## config.mk

```make
export PLATFORM = sky130hd
export DESIGN_NAME = anemometer_speed_meter_core_flat
export DESIGN_NICKNAME = d
export VERILOG_FILES = /design/src/sv/anem_pkg.sv /design/src/sv/anem_if.sv /design/src/sv/anem_ctrl.sv /design/src/sv/anem_dp.sv /design/src/sv/anemometer_speed_meter_core.sv /design/src/flat_wrapper.sv
export VERILOG_INCLUDE_DIRS = /design/src /design/src/sv
export SDC_FILE = /design/constraint.sdc
export NUM_CORES = 1
export LEC_CHECK = 0
export BUFFER_PORTS_ARGS = -buffer_cell sky130_fd_sc_hd__buf_2
export CAP_MARGIN = 20
export CORE_MARGIN = 5
export CORE_UTILIZATION = 65
export CTS_BUF_LIST = sky130_fd_sc_hd__clkbuf_2 sky130_fd_sc_hd__clkbuf_4 sky130_fd_sc_hd__clkbuf_8
export DETAILED_ROUTE_END_ITERATION = 7
export PLACE_DENSITY = 0.88
export SYNTH_ARGS = -nofsm -noshare
export SYNTH_HDL_FRONTEND = slang
export SYNTH_SLANG_ARGS = --single-unit
```

## constraint.sdc

```tcl
create_clock -name clk -period 9.2 [get_ports clk]
set_input_delay 0.46 -clock clk [delete_from_list [all_inputs] [get_ports clk]]
set_output_delay 0.46 -clock clk [all_outputs]
set_load 0.02 [all_outputs]
```

## src/sv/anemometer_speed_meter_core_macros.svh

```systemverilog
// ---------------------------------------------------------------------------
// Assertion macros for the anemometer speed meter
// Shared concurrent assertion forms, clocked on clk.
// ---------------------------------------------------------------------------
`ifndef ANEMOMETER_SPEED_METER_CORE_MACROS_SVH
`define ANEMOMETER_SPEED_METER_CORE_MACROS_SVH

// Check a property on every clock edge outside reset
`define ANEM_ASSERT(label, prop, msg) \
  label: assert property (@(posedge clk) disable iff (rst) (prop)) else $error(msg);

// Check an implication in the next cycle, outside reset
`define ANEM_ASSERT_NEXT(label, cond, prop, msg) \
  label: assert property (@(posedge clk) disable iff (rst) (cond) |=> (prop)) \
    else $error(msg);

`endif

```

## src/sv/anem_pkg.sv

```systemverilog
// ---------------------------------------------------------------------------
// Anemometer speed meter package
// Types, codes and constants shared by the controller, datapath and top.
// ---------------------------------------------------------------------------
`timescale 1ns / 1ps

package anem_pkg;

  // Field widths
  localparam int unsigned TIME_W  = 32;
  localparam int unsigned SPEED_W = 24;
  localparam int unsigned TALLY_W = 16;
  localparam int unsigned CSPD_W  = 32;
  localparam int unsigned RUN_W   = 8;
  localparam int unsigned CFG_W   = 24;
  localparam int unsigned CIDX_W  = 2;
  localparam int unsigned STEP_W  = 5;

  // Item codes
  localparam logic ACT_PULSE = 1'b0;
  localparam logic ACT_CHECK = 1'b1;

  // Configuration register indexes
  localparam logic [CIDX_W-1:0] CFG_PERIOD_GAIN = 2'd0;
  localparam logic [CIDX_W-1:0] CFG_COUNT_GAIN  = 2'd1;
  localparam logic [CIDX_W-1:0] CFG_STALE_LIMIT = 2'd2;

  // Configuration reset values
  localparam logic [23:0] PERIOD_GAIN_RST = 24'd926982;
  localparam logic [15:0] COUNT_GAIN_RST  = 16'd927;
  localparam logic [7:0]  STALE_LIMIT_RST = 8'd4;

  // Divider runs one quotient bit per step
  localparam logic [STEP_W-1:0] DIV_LAST_STEP = 5'(SPEED_W - 1);

  typedef enum logic {
    ST_IDLE,
    ST_DIVIDE
  } anem_state_t;

  // Controller to datapath
  typedef struct packed {
    logic accept;      // input beat taken this cycle
    logic div_step;    // advance the divider one bit
    logic div_finish;  // last divider step, write the speed
  } anem_cmd_t;

  // Datapath to controller
  typedef struct packed {
    logic need_div;    // offered beat is a pulse after an earlier pulse, with a non-zero gap
    logic div_last;    // divider is on its final bit
  } anem_status_t;

endpackage

```

## src/sv/anem_if.sv

```systemverilog
// ---------------------------------------------------------------------------
// Anemometer channel interfaces
// Valid/ready channels for input items and result items.
// ---------------------------------------------------------------------------
`timescale 1ns / 1ps

interface anem_in_if;
  logic        valid;
  logic        ready;
  logic        action;
  logic [31:0] time_ms;

  modport source (output valid, output action, output time_ms, input ready);
  modport sink   (input valid, input action, input time_ms, output ready);
endinterface

interface anem_out_if;
  logic        valid;
  logic        ready;
  logic [23:0] period_speed;
  logic [31:0] count_speed;
  logic        stale_zeroed;

  modport source (output valid, output period_speed, output count_speed,
                  output stale_zeroed, input ready);
  modport sink   (input valid, input period_speed, input count_speed,
                  input stale_zeroed, output ready);
endinterface

```

## src/sv/anem_ctrl.sv

```systemverilog
// ---------------------------------------------------------------------------
// Anemometer speed meter controller
// Sequences input beats, the serial divider and the result handshake.
// ---------------------------------------------------------------------------
`timescale 1ns / 1ps
`include "anemometer_speed_meter_core_macros.svh"

module anem_ctrl (
  input  logic                  clk,
  input  logic                  rst,
  input  logic                  in_valid,
  output logic                  in_ready,
  output logic                  out_valid,
  input  logic                  out_ready,
  input  anem_pkg::anem_status_t status,
  output anem_pkg::anem_cmd_t   cmd
);

  anem_pkg::anem_state_t state;
  anem_pkg::anem_state_t state_next;
  logic                  out_valid_next;

  // Advance state
  always_comb begin
    state_next = state;
    unique case (state)
      anem_pkg::ST_IDLE: begin
        if (cmd.accept && status.need_div) state_next = anem_pkg::ST_DIVIDE;
      end
      anem_pkg::ST_DIVIDE: begin
        if (status.div_last) state_next = anem_pkg::ST_IDLE;
      end
      default: state_next = anem_pkg::ST_IDLE;
    endcase
  end

  // Drive commands and the result valid
  always_comb begin
    in_ready       = 1'b0;
    cmd            = '0;
    out_valid_next = out_valid && !out_ready;
    unique case (state)
      anem_pkg::ST_IDLE: begin
        in_ready   = !out_valid || out_ready;
        cmd.accept = in_valid && in_ready;
        if (cmd.accept && !status.need_div) out_valid_next = 1'b1;
      end
      anem_pkg::ST_DIVIDE: begin
        cmd.div_step   = 1'b1;
        cmd.div_finish = status.div_last;
        if (status.div_last) out_valid_next = 1'b1;
      end
      default: ;
    endcase
  end

  always_ff @(posedge clk) begin
    if (rst) begin
      state     <= anem_pkg::ST_IDLE;
      out_valid <= 1'b0;
    end else begin
      state     <= state_next;
      out_valid <= out_valid_next;
    end
  end

  `ANEM_ASSERT(a_no_result_while_dividing, !(state == anem_pkg::ST_DIVIDE && out_valid), "result shown during divide")
  `ANEM_ASSERT_NEXT(a_quick_item_gives_result, cmd.accept && !status.need_div, out_valid, "result missing after item")
  `ANEM_ASSERT_NEXT(a_finish_gives_result, cmd.div_finish, out_valid && state == anem_pkg::ST_IDLE, "divide did not end in result")

endmodule

```

## src/sv/anem_dp.sv

```systemverilog
// ---------------------------------------------------------------------------
// Anemometer speed meter datapath
// Configuration, meter state, serial restoring divider and count multiply.
// ---------------------------------------------------------------------------
`timescale 1ns / 1ps
`include "anemometer_speed_meter_core_macros.svh"

module anem_dp (
  input  logic                               clk,
  input  logic                               rst,
  input  logic                               cfg_we,
  input  logic [anem_pkg::CIDX_W-1:0]        cfg_index,
  input  logic [anem_pkg::CFG_W-1:0]         cfg_data,
  input  logic                               action,
  input  logic [anem_pkg::TIME_W-1:0]        time_ms,
  input  anem_pkg::anem_cmd_t                cmd,
  output anem_pkg::anem_status_t             status,
  output logic [anem_pkg::SPEED_W-1:0]       period_speed,
  output logic [anem_pkg::CSPD_W-1:0]        count_speed,
  output logic                               stale_zeroed
);

  // Configuration
  logic [23:0] period_gain;
  logic [15:0] count_gain;
  logic [7:0]  stale_limit;

  // Meter state
  logic [anem_pkg::TIME_W-1:0]  prev_pulse_time;
  logic                         have_prev_pulse;
  logic [anem_pkg::SPEED_W-1:0] speed_now;
  logic [anem_pkg::SPEED_W-1:0] speed_at_last_check;
  logic [anem_pkg::RUN_W-1:0]   unchanged_run;
  logic [anem_pkg::TALLY_W-1:0] pulse_tally;
  logic [anem_pkg::CSPD_W-1:0]  tally_speed;
  logic                         zeroed;

  // Divider
  logic [anem_pkg::TIME_W-1:0]  div_rem;
  logic [anem_pkg::TIME_W-1:0]  div_den;
  logic [anem_pkg::SPEED_W-1:0] div_quo;
  logic [anem_pkg::STEP_W-1:0]  div_count;

  logic [anem_pkg::TIME_W-1:0]  gap;
  logic [anem_pkg::TIME_W:0]    trial;
  logic [anem_pkg::TIME_W-1:0]  rem_next;
  logic [anem_pkg::SPEED_W-1:0] quo_next;
  logic [anem_pkg::RUN_W-1:0]   run_next;
  logic                         stale_hit;
  logic [anem_pkg::TALLY_W-1:0] tally_inc;

  // Gap to previous pulse, wrapping
  assign gap = time_ms - prev_pulse_time;

  assign status.need_div = (action == anem_pkg::ACT_PULSE) && have_prev_pulse && (gap != '0);
  assign status.div_last = (div_count == anem_pkg::DIV_LAST_STEP);

  // One restoring divide step
  always_comb begin
    trial = {div_rem, div_quo[anem_pkg::SPEED_W-1]} - {1'b0, div_den};
    if (!trial[anem_pkg::TIME_W]) begin
      rem_next = trial[anem_pkg::TIME_W-1:0];
      quo_next = {div_quo[anem_pkg::SPEED_W-2:0], 1'b1};
    end else begin
      rem_next = {div_rem[anem_pkg::TIME_W-2:0], div_quo[anem_pkg::SPEED_W-1]};
      quo_next = {div_quo[anem_pkg::SPEED_W-2:0], 1'b0};
    end
  end

  // Check-tick run bookkeeping
  always_comb begin
    if (speed_now == speed_at_last_check) begin
      run_next = (unchanged_run != '1) ? unchanged_run + 1'b1 : unchanged_run;
    end else begin
      run_next = '0;
    end
    stale_hit = (run_next >= stale_limit);
  end

  assign tally_inc = (pulse_tally != '1) ? pulse_tally + 1'b1 : pulse_tally;

  // Write configuration
  always_ff @(posedge clk) begin
    if (rst) begin
      period_gain <= anem_pkg::PERIOD_GAIN_RST;
      count_gain  <= anem_pkg::COUNT_GAIN_RST;
      stale_limit <= anem_pkg::STALE_LIMIT_RST;
    end else if (cfg_we) begin
      unique case (cfg_index)
        anem_pkg::CFG_PERIOD_GAIN: period_gain <= cfg_data;
        anem_pkg::CFG_COUNT_GAIN:  count_gain  <= cfg_data[15:0];
        anem_pkg::CFG_STALE_LIMIT: stale_limit <= cfg_data[7:0];
        default: ;
      endcase
    end
  end

  // Update meter state on each beat and at the end of a divide
  always_ff @(posedge clk) begin
    if (rst) begin
      prev_pulse_time     <= '0;
      have_prev_pulse     <= 1'b0;
      speed_now           <= '0;
      speed_at_last_check <= '0;
      unchanged_run       <= '0;
      pulse_tally         <= '0;
      tally_speed         <= '0;
      zeroed              <= 1'b0;
    end else if (cmd.accept) begin
      if (action == anem_pkg::ACT_PULSE) begin
        pulse_tally     <= tally_inc;
        prev_pulse_time <= time_ms;
        have_prev_pulse <= 1'b1;
        zeroed          <= 1'b0;
        if (have_prev_pulse && gap == '0) speed_now <= '1;
      end else begin
        zeroed      <= stale_hit;
        tally_speed <= {16'd0, pulse_tally} * {16'd0, count_gain};
        pulse_tally <= '0;
        if (stale_hit) begin
          speed_now           <= '0;
          unchanged_run       <= '0;
          speed_at_last_check <= '0;
        end else begin
          unchanged_run       <= run_next;
          speed_at_last_check <= speed_now;
        end
      end
    end else if (cmd.div_finish) begin
      speed_now <= quo_next;
    end
  end

  // Load and run the divider
  always_ff @(posedge clk) begin
    if (rst) begin
      div_count <= '0;
    end else if (cmd.accept) begin
      div_count <= '0;
    end else if (cmd.div_step) begin
      div_count <= div_count + 1'b1;
    end
  end

  always_ff @(posedge clk) begin
    if (cmd.accept) begin
      div_rem <= '0;
      div_den <= gap;
      div_quo <= period_gain;
    end else if (cmd.div_step) begin
      div_rem <= rem_next;
      div_quo <= quo_next;
    end
  end

  assign period_speed = speed_now;
  assign count_speed  = tally_speed;
  assign stale_zeroed = zeroed;

  `ANEM_ASSERT(a_zeroed_means_zero_speed, !zeroed || speed_now == '0, "stale flag with non-zero speed")
  `ANEM_ASSERT_NEXT(a_pulse_counted, cmd.accept && action == anem_pkg::ACT_PULSE, pulse_tally != '0 && have_prev_pulse, "pulse not recorded")
  `ANEM_ASSERT_NEXT(a_check_clears_tally, cmd.accept && action == anem_pkg::ACT_CHECK, pulse_tally == '0, "tally not cleared by check")

endmodule

```

## src/sv/anemometer_speed_meter_core.sv

```systemverilog
// Results: a check tick, a first pulse or a zero-gap pulse gives its result in the cycle after accept;
// a pulse with a non-zero gap gives it once the divider has run its 24 steps.
// Throughput: one item per cycle without a divide, while results are taken; none is taken while
// the one-bit-per-cycle restoring divider runs. A new item is taken once the last result is taken.
// Reset (rst, synchronous): gains 926982 / 927, stale limit 4, all meter state cleared.
// ---------------------------------------------------------------------------
// Anemometer speed meter core
// Pulse-period and pulse-count wind speed in km/h with 8 fraction bits.
// ---------------------------------------------------------------------------
`timescale 1ns / 1ps

module anemometer_speed_meter_core (
  input  logic                         clk,
  input  logic                         rst,
  anem_in_if.sink                      sample,
  anem_out_if.source                   result,
  input  logic                         cfg_we,
  input  logic [anem_pkg::CIDX_W-1:0]  cfg_index,
  input  logic [anem_pkg::CFG_W-1:0]   cfg_data
);

  anem_pkg::anem_cmd_t    cmd;
  anem_pkg::anem_status_t status;

  // Sequence beats and the divider
  anem_ctrl u_ctrl (
    .clk       (clk),
    .rst       (rst),
    .in_valid  (sample.valid),
    .in_ready  (sample.ready),
    .out_valid (result.valid),
    .out_ready (result.ready),
    .status    (status),
    .cmd       (cmd)
  );

  // Hold configuration and meter state
  anem_dp u_dp (
    .clk          (clk),
    .rst          (rst),
    .cfg_we       (cfg_we),
    .cfg_index    (cfg_index),
    .cfg_data     (cfg_data),
    .action       (sample.action),
    .time_ms      (sample.time_ms),
    .cmd          (cmd),
    .status       (status),
    .period_speed (result.period_speed),
    .count_speed  (result.count_speed),
    .stale_zeroed (result.stale_zeroed)
  );

endmodule
```

## src/flat_wrapper.sv

```systemverilog
// flat-port wrapper written by rule: the top's interface ports become plain ports
module anemometer_speed_meter_core_flat 
  (clk, rst, cfg_we, cfg_index, cfg_data, sample_valid, sample_action, sample_time_ms, sample_ready, result_valid, result_period_speed, result_count_speed, result_stale_zeroed, result_ready);
  anem_in_if sample_i ();
  anem_out_if result_i ();
  input  logic clk;
  input  logic rst;
  input  logic cfg_we;
  input  logic [anem_pkg::CIDX_W-1:0] cfg_index;
  input  logic [anem_pkg::CFG_W-1:0] cfg_data;
  input wire logic [$bits(sample_i.valid)-1:0] sample_valid;
  input wire logic [$bits(sample_i.action)-1:0] sample_action;
  input wire logic [$bits(sample_i.time_ms)-1:0] sample_time_ms;
  output wire logic [$bits(sample_i.ready)-1:0] sample_ready;
  output wire logic [$bits(result_i.valid)-1:0] result_valid;
  output wire logic [$bits(result_i.period_speed)-1:0] result_period_speed;
  output wire logic [$bits(result_i.count_speed)-1:0] result_count_speed;
  output wire logic [$bits(result_i.stale_zeroed)-1:0] result_stale_zeroed;
  input wire logic [$bits(result_i.ready)-1:0] result_ready;
  assign sample_i.valid = sample_valid;
  assign sample_i.action = sample_action;
  assign sample_i.time_ms = sample_time_ms;
  assign sample_ready = sample_i.ready;
  assign result_valid = result_i.valid;
  assign result_period_speed = result_i.period_speed;
  assign result_count_speed = result_i.count_speed;
  assign result_stale_zeroed = result_i.stale_zeroed;
  assign result_i.ready = result_ready;
  anemometer_speed_meter_core u_core (.clk(clk), .rst(rst), .sample(sample_i), .result(result_i), .cfg_we(cfg_we), .cfg_index(cfg_index), .cfg_data(cfg_data));
endmodule
```

==> results by group <==
Logic synthesis
  – Cells after synthesis: 2601
  – Seq/Total Area, Yosys: 27.15%
  – Area leader, netlist: dfxtp_1
  – Syn. warnings: 0
  – Leading post-synthesis cells by cell area: dfxtp_1 20%, fa_1 17%, ha_1 9.8%
  – Unique masters post-synth: 79
  – Mapped cell area: 22780 sq um
  – Flops & latches, synth: 281
  – Top-area cell type share of the netlist area: 19.77%
  – Post-synth ARST share: 0%
  – Synthesized area per cell: 8.758 sq um
  – Number of enable flip-flop cells after synthesis: 56
  – Syn_nets: 3039
  – Top FF cell, synth: dfxtp_1

Cells and area
  – Fraction of layout cells with a size suffix above 1: 10.36%
  – Syn-to-layout area delta: 8.694%
  – Fill cell count: 2561
  – Commonest non-fill, non-tap cells in the layout: 474 x nand2_1, 314 x inv_1, 225 x dfxtp_1
  – Most common cell after layout, fill and taps aside: nand2_1
  – Final Util: 71.68%
  – Final Net Count: 3098

Timing
  – Max Slew Vio Count: 0
  – Total negative slack: 0 ns
  – Final hold vios: 0
  – Final Setup Violations: 0
  – Min cycle time layout: 6.987 ns
  – RSZ-0062 raised after global routing: no
  – Slew @ Worst Pin: 0.9755 ns
  – Hold WS: 0.04799 ns
  – Fin crit share: 75.95%
  – Fmax: 0.1431 GHz
  – Slew margin rel.: 34.97%
  – Clock skew: 0.02825 ns

Clock tree
  – Number of CTS-inserted buffers: 50
  – CTS tree: done
  – CTS Root Buffer Type: clkbuf_8
  – Num Clock Sinks: 281
  – Htree depth: 2
  – Reg clk slew, reported paths: 0.06 ns
  – Hold buffer count at CTS: 1
  – Clk_lat worst skew: 0.65 ns
  – Post_cts resized: 0
  – Setup Buffers After CTS: 0
  – Largest buffer count on any clock path: 3

Critical path
  – Slowest cell on the critical path: dfxtp_1
  – Worst path required time: 9.74 ns
  – CP cell instances: nand2_1, fa_1, inv_1, fa_1, inv_1, fa_1, inv_1, fa_1, fa_1, inv_1, fa_1, inv_1, ha_1, a21o_1, a21o_1, a21oi_1, o21ai_0, or2_2, o221ai_1, a211o_1, o211ai_1, a221o_1, a221o_1
  – Startpoint types: flip-flop
  – CP Max Fanout: 20
  – Crit-path leading delay family: adder cells
  – Buf+Inv Stages, Crit Path: 5
  – Setup crit end kind: flip-flop
  – Most used cell, CP: fa_1
  – CP Class: flip-flop to flip-flop
  – CP max stage delay: 0.80 ns
  – CP arrival: 7.53 ns

GRT
  – GRT busiest layer: met2
  – Grt total ovfl: 0
  – Met3 GRT Util: 4.707%
  – Met2 global-route usage: 46.44%
  – GRT Overall Usage: 27.85%
  – Initial antenna violation count: 0
  – Vias in the first global route: 18790
  – Grt met1 use: 37.06%
  – First-pass GRT wire length: 90360 um
  – Largest net degree at the start of global routing: 64

Floorplan
  – Core Box Area: 34540 sq um
  – DIE HEIGHT: 197.2 um
  – Row cnt: 68
  – I/O pin cnt: 123
  – Die width: 197.2 um
  – Initial core utilization: 65.95%
  – Die area: 38890 sq um

Drt
  – Initial DRT Pass Iterations: 8
  – ANT nets after route: 0
  – Via count: 18690
  – Vias per inst: 5.917
  – Routed len/inst: 17.34 um
  – Final WL: 54770 um
  – DRC: 0
  – Iter 0 DRT Violations: 1601

Place
  – Dpl hpwl: 40540 um
  – GPL Wtd Cong: 0.9322
  – IO buf count: 122

Power
  – Pwr/cell area: 124.2 nW/um^2
  – P_leak: 11.77 nW
  – Seq pwr share: 44.1%
  – Internal Dissipation: 0.002208 W
  – Clock share of power: 42.2%
  – Switching power share of the total: 28.20%
  – Peak VDD IR: 0.0001256 V
  – Combinational power share: 13.8%
  – Switching pwr: 0.0008671 W

Status
  – Status: complete, no violations

Flow run
  – Max-cap viol count: 0

Hold path
  – Hold Crit Class: input pin to flip-flop
[worst reg2reg max path: cells and delay by family (launching register included)]
kind,cells,cell delay (ns)
AOI/OAI and AO/OA,9,2.01
and+or+nand+nor,2,0.48
DFF,1,0.80
adders and majority gates,7,3.34
buffers and inverters,5,0.25
[stage by stage]
stage	area [sq um]	cells	power, W	setup slack [ns]
2_1_floorplan	22780	2601	0.001672	2.708
3_3_place_gp	23570	3060	0.001771	2.441
3_5_place_dp	23590	3061	0.001792	2.272
4_1_cts	24730	3156	0.003089	2.242
5_1_grt	24760	3157	0.003205	1.885
6_report	24760	3158	0.003075	2.213
[worst paths after layout]
| check | startpoint | endpoint | slack, ns | cells after the start |
|---|---|---|---|---|
| min | cfg_data[21] | u_core.u_dp.period_gain[21] | 0.05 | 3 |
| max | u_core.u_dp.pulse_tally[7] | u_core.u_dp.count_speed[31] | 2.21 | 23 |
| min reg2reg | u_core.u_dp.prev_pulse_time[17] | u_core.u_dp.prev_pulse_time[17] | 0.45 | 2 |
| max reg2reg | u_core.u_dp.pulse_tally[7] | u_core.u_dp.count_speed[31] | 2.21 | 23 |
[Yosys cell counts, drive strengths merged, types with 5 or more instances]
library cell and instances:
a2111oi 5, a211oi 9, a21o 43, a21oi 147
a22o 87, a311oi 5, a31oi 16, a32o 5
and2 123, and3 8, buf 11, clkbuf 118
dfxtp 225, edfxtp 56, fa 196, ha 178
inv 315, mux2 27, mux2i 13, nand2 474
nand2b 22, nand3 28, nand3b 23, nand4 19
nor2 86, nor2b 17, nor3 25, nor4 10
o211ai 8, o21a 14, o21ai 73, o21bai 12
o221ai 6, or2 8, xnor2 72, xor2 52
[power groups by stage]
| stage | combinational, W | sequential [W] | clock [W] |
|---|---|---|---|
| global route | 0.000469 | 0.00136 | 0.00138 |
| global placement | 0.000394 | 0.00138 | 0 |
| floorplan | 0.000311 | 0.00136 | 0 |
| CTS | 0.000416 | 0.00135 | 0.00132 |
| finish | 0.000424 | 0.00136 | 0.00130 |
| detailed placement | 0.000412 | 0.00138 | 0 |
[layout make-up]
type | count | area [sq um] | area share (%)
Antenna cell | 1 | 2.502 | 0.01011
Clock buffer | 80 | 969.7 | 3.916
Clock inverter | 14 | 158.9 | 0.6417
Inverter | 315 | 1182 | 4.775
Multi-Input combinational cell | 1876 | 14930 | 60.31
Sequential cell | 281 | 6186 | 24.98
Tap cell | 455 | 569.3 | 2.299
Timing Repair Buffer | 136 | 758.2 | 3.062
[per-layer routing]
| layer | wire [um] | vias up |
|---|---|---|
| met3 | 3972 | 148 |
| li1 | - | 8736 |
| met5 | 0 | - |
| met1 | 22710 | 9113 |
| met2 | 26310 | 688 |
| met4 | 1774 | 0 |
[state kept, by name, summed over array words and instances, names as in the netlist]
register                         flops
u_core.u_ctrl.state                  1
u_core.u_dp.unchanged_run            8
u_core.u_dp.period_speed            24
u_core.u_dp.div_count                5
u_core.u_dp.div_den                 32
u_core.u_dp.div_rem                 32
u_core.u_dp.have_prev_pulse          1
u_core.u_ctrl.out_valid              1
u_core.u_dp.pulse_tally             16
u_core.u_dp.prev_pulse_time         32
u_core.u_dp.stale_zeroed             1
u_core.u_dp.count_gain              16
u_core.u_dp.stale_limit              8
u_core.u_dp.count_speed             32
u_core.u_dp.div_quo                 24
u_core.u_dp.period_gain             24
u_core.u_dp.speed_at_last_check     24
[cell families (layout without fill, tap and decap cells)]
group | Yosys count | in the layout | synth area share, %
compound gates | 471 | 471 | 14.01
other cells | 0 | 1 | 0
xor+xnor | 124 | 124 | 4.767
buf+inv | 444 | 545 | 7.409
mux | 40 | 40 | 1.922
simple gates | 867 | 867 | 17.74
fa+ha+maj | 374 | 374 | 27.00
flops | 281 | 281 | 27.15
(Power assumes the default switching activity.)
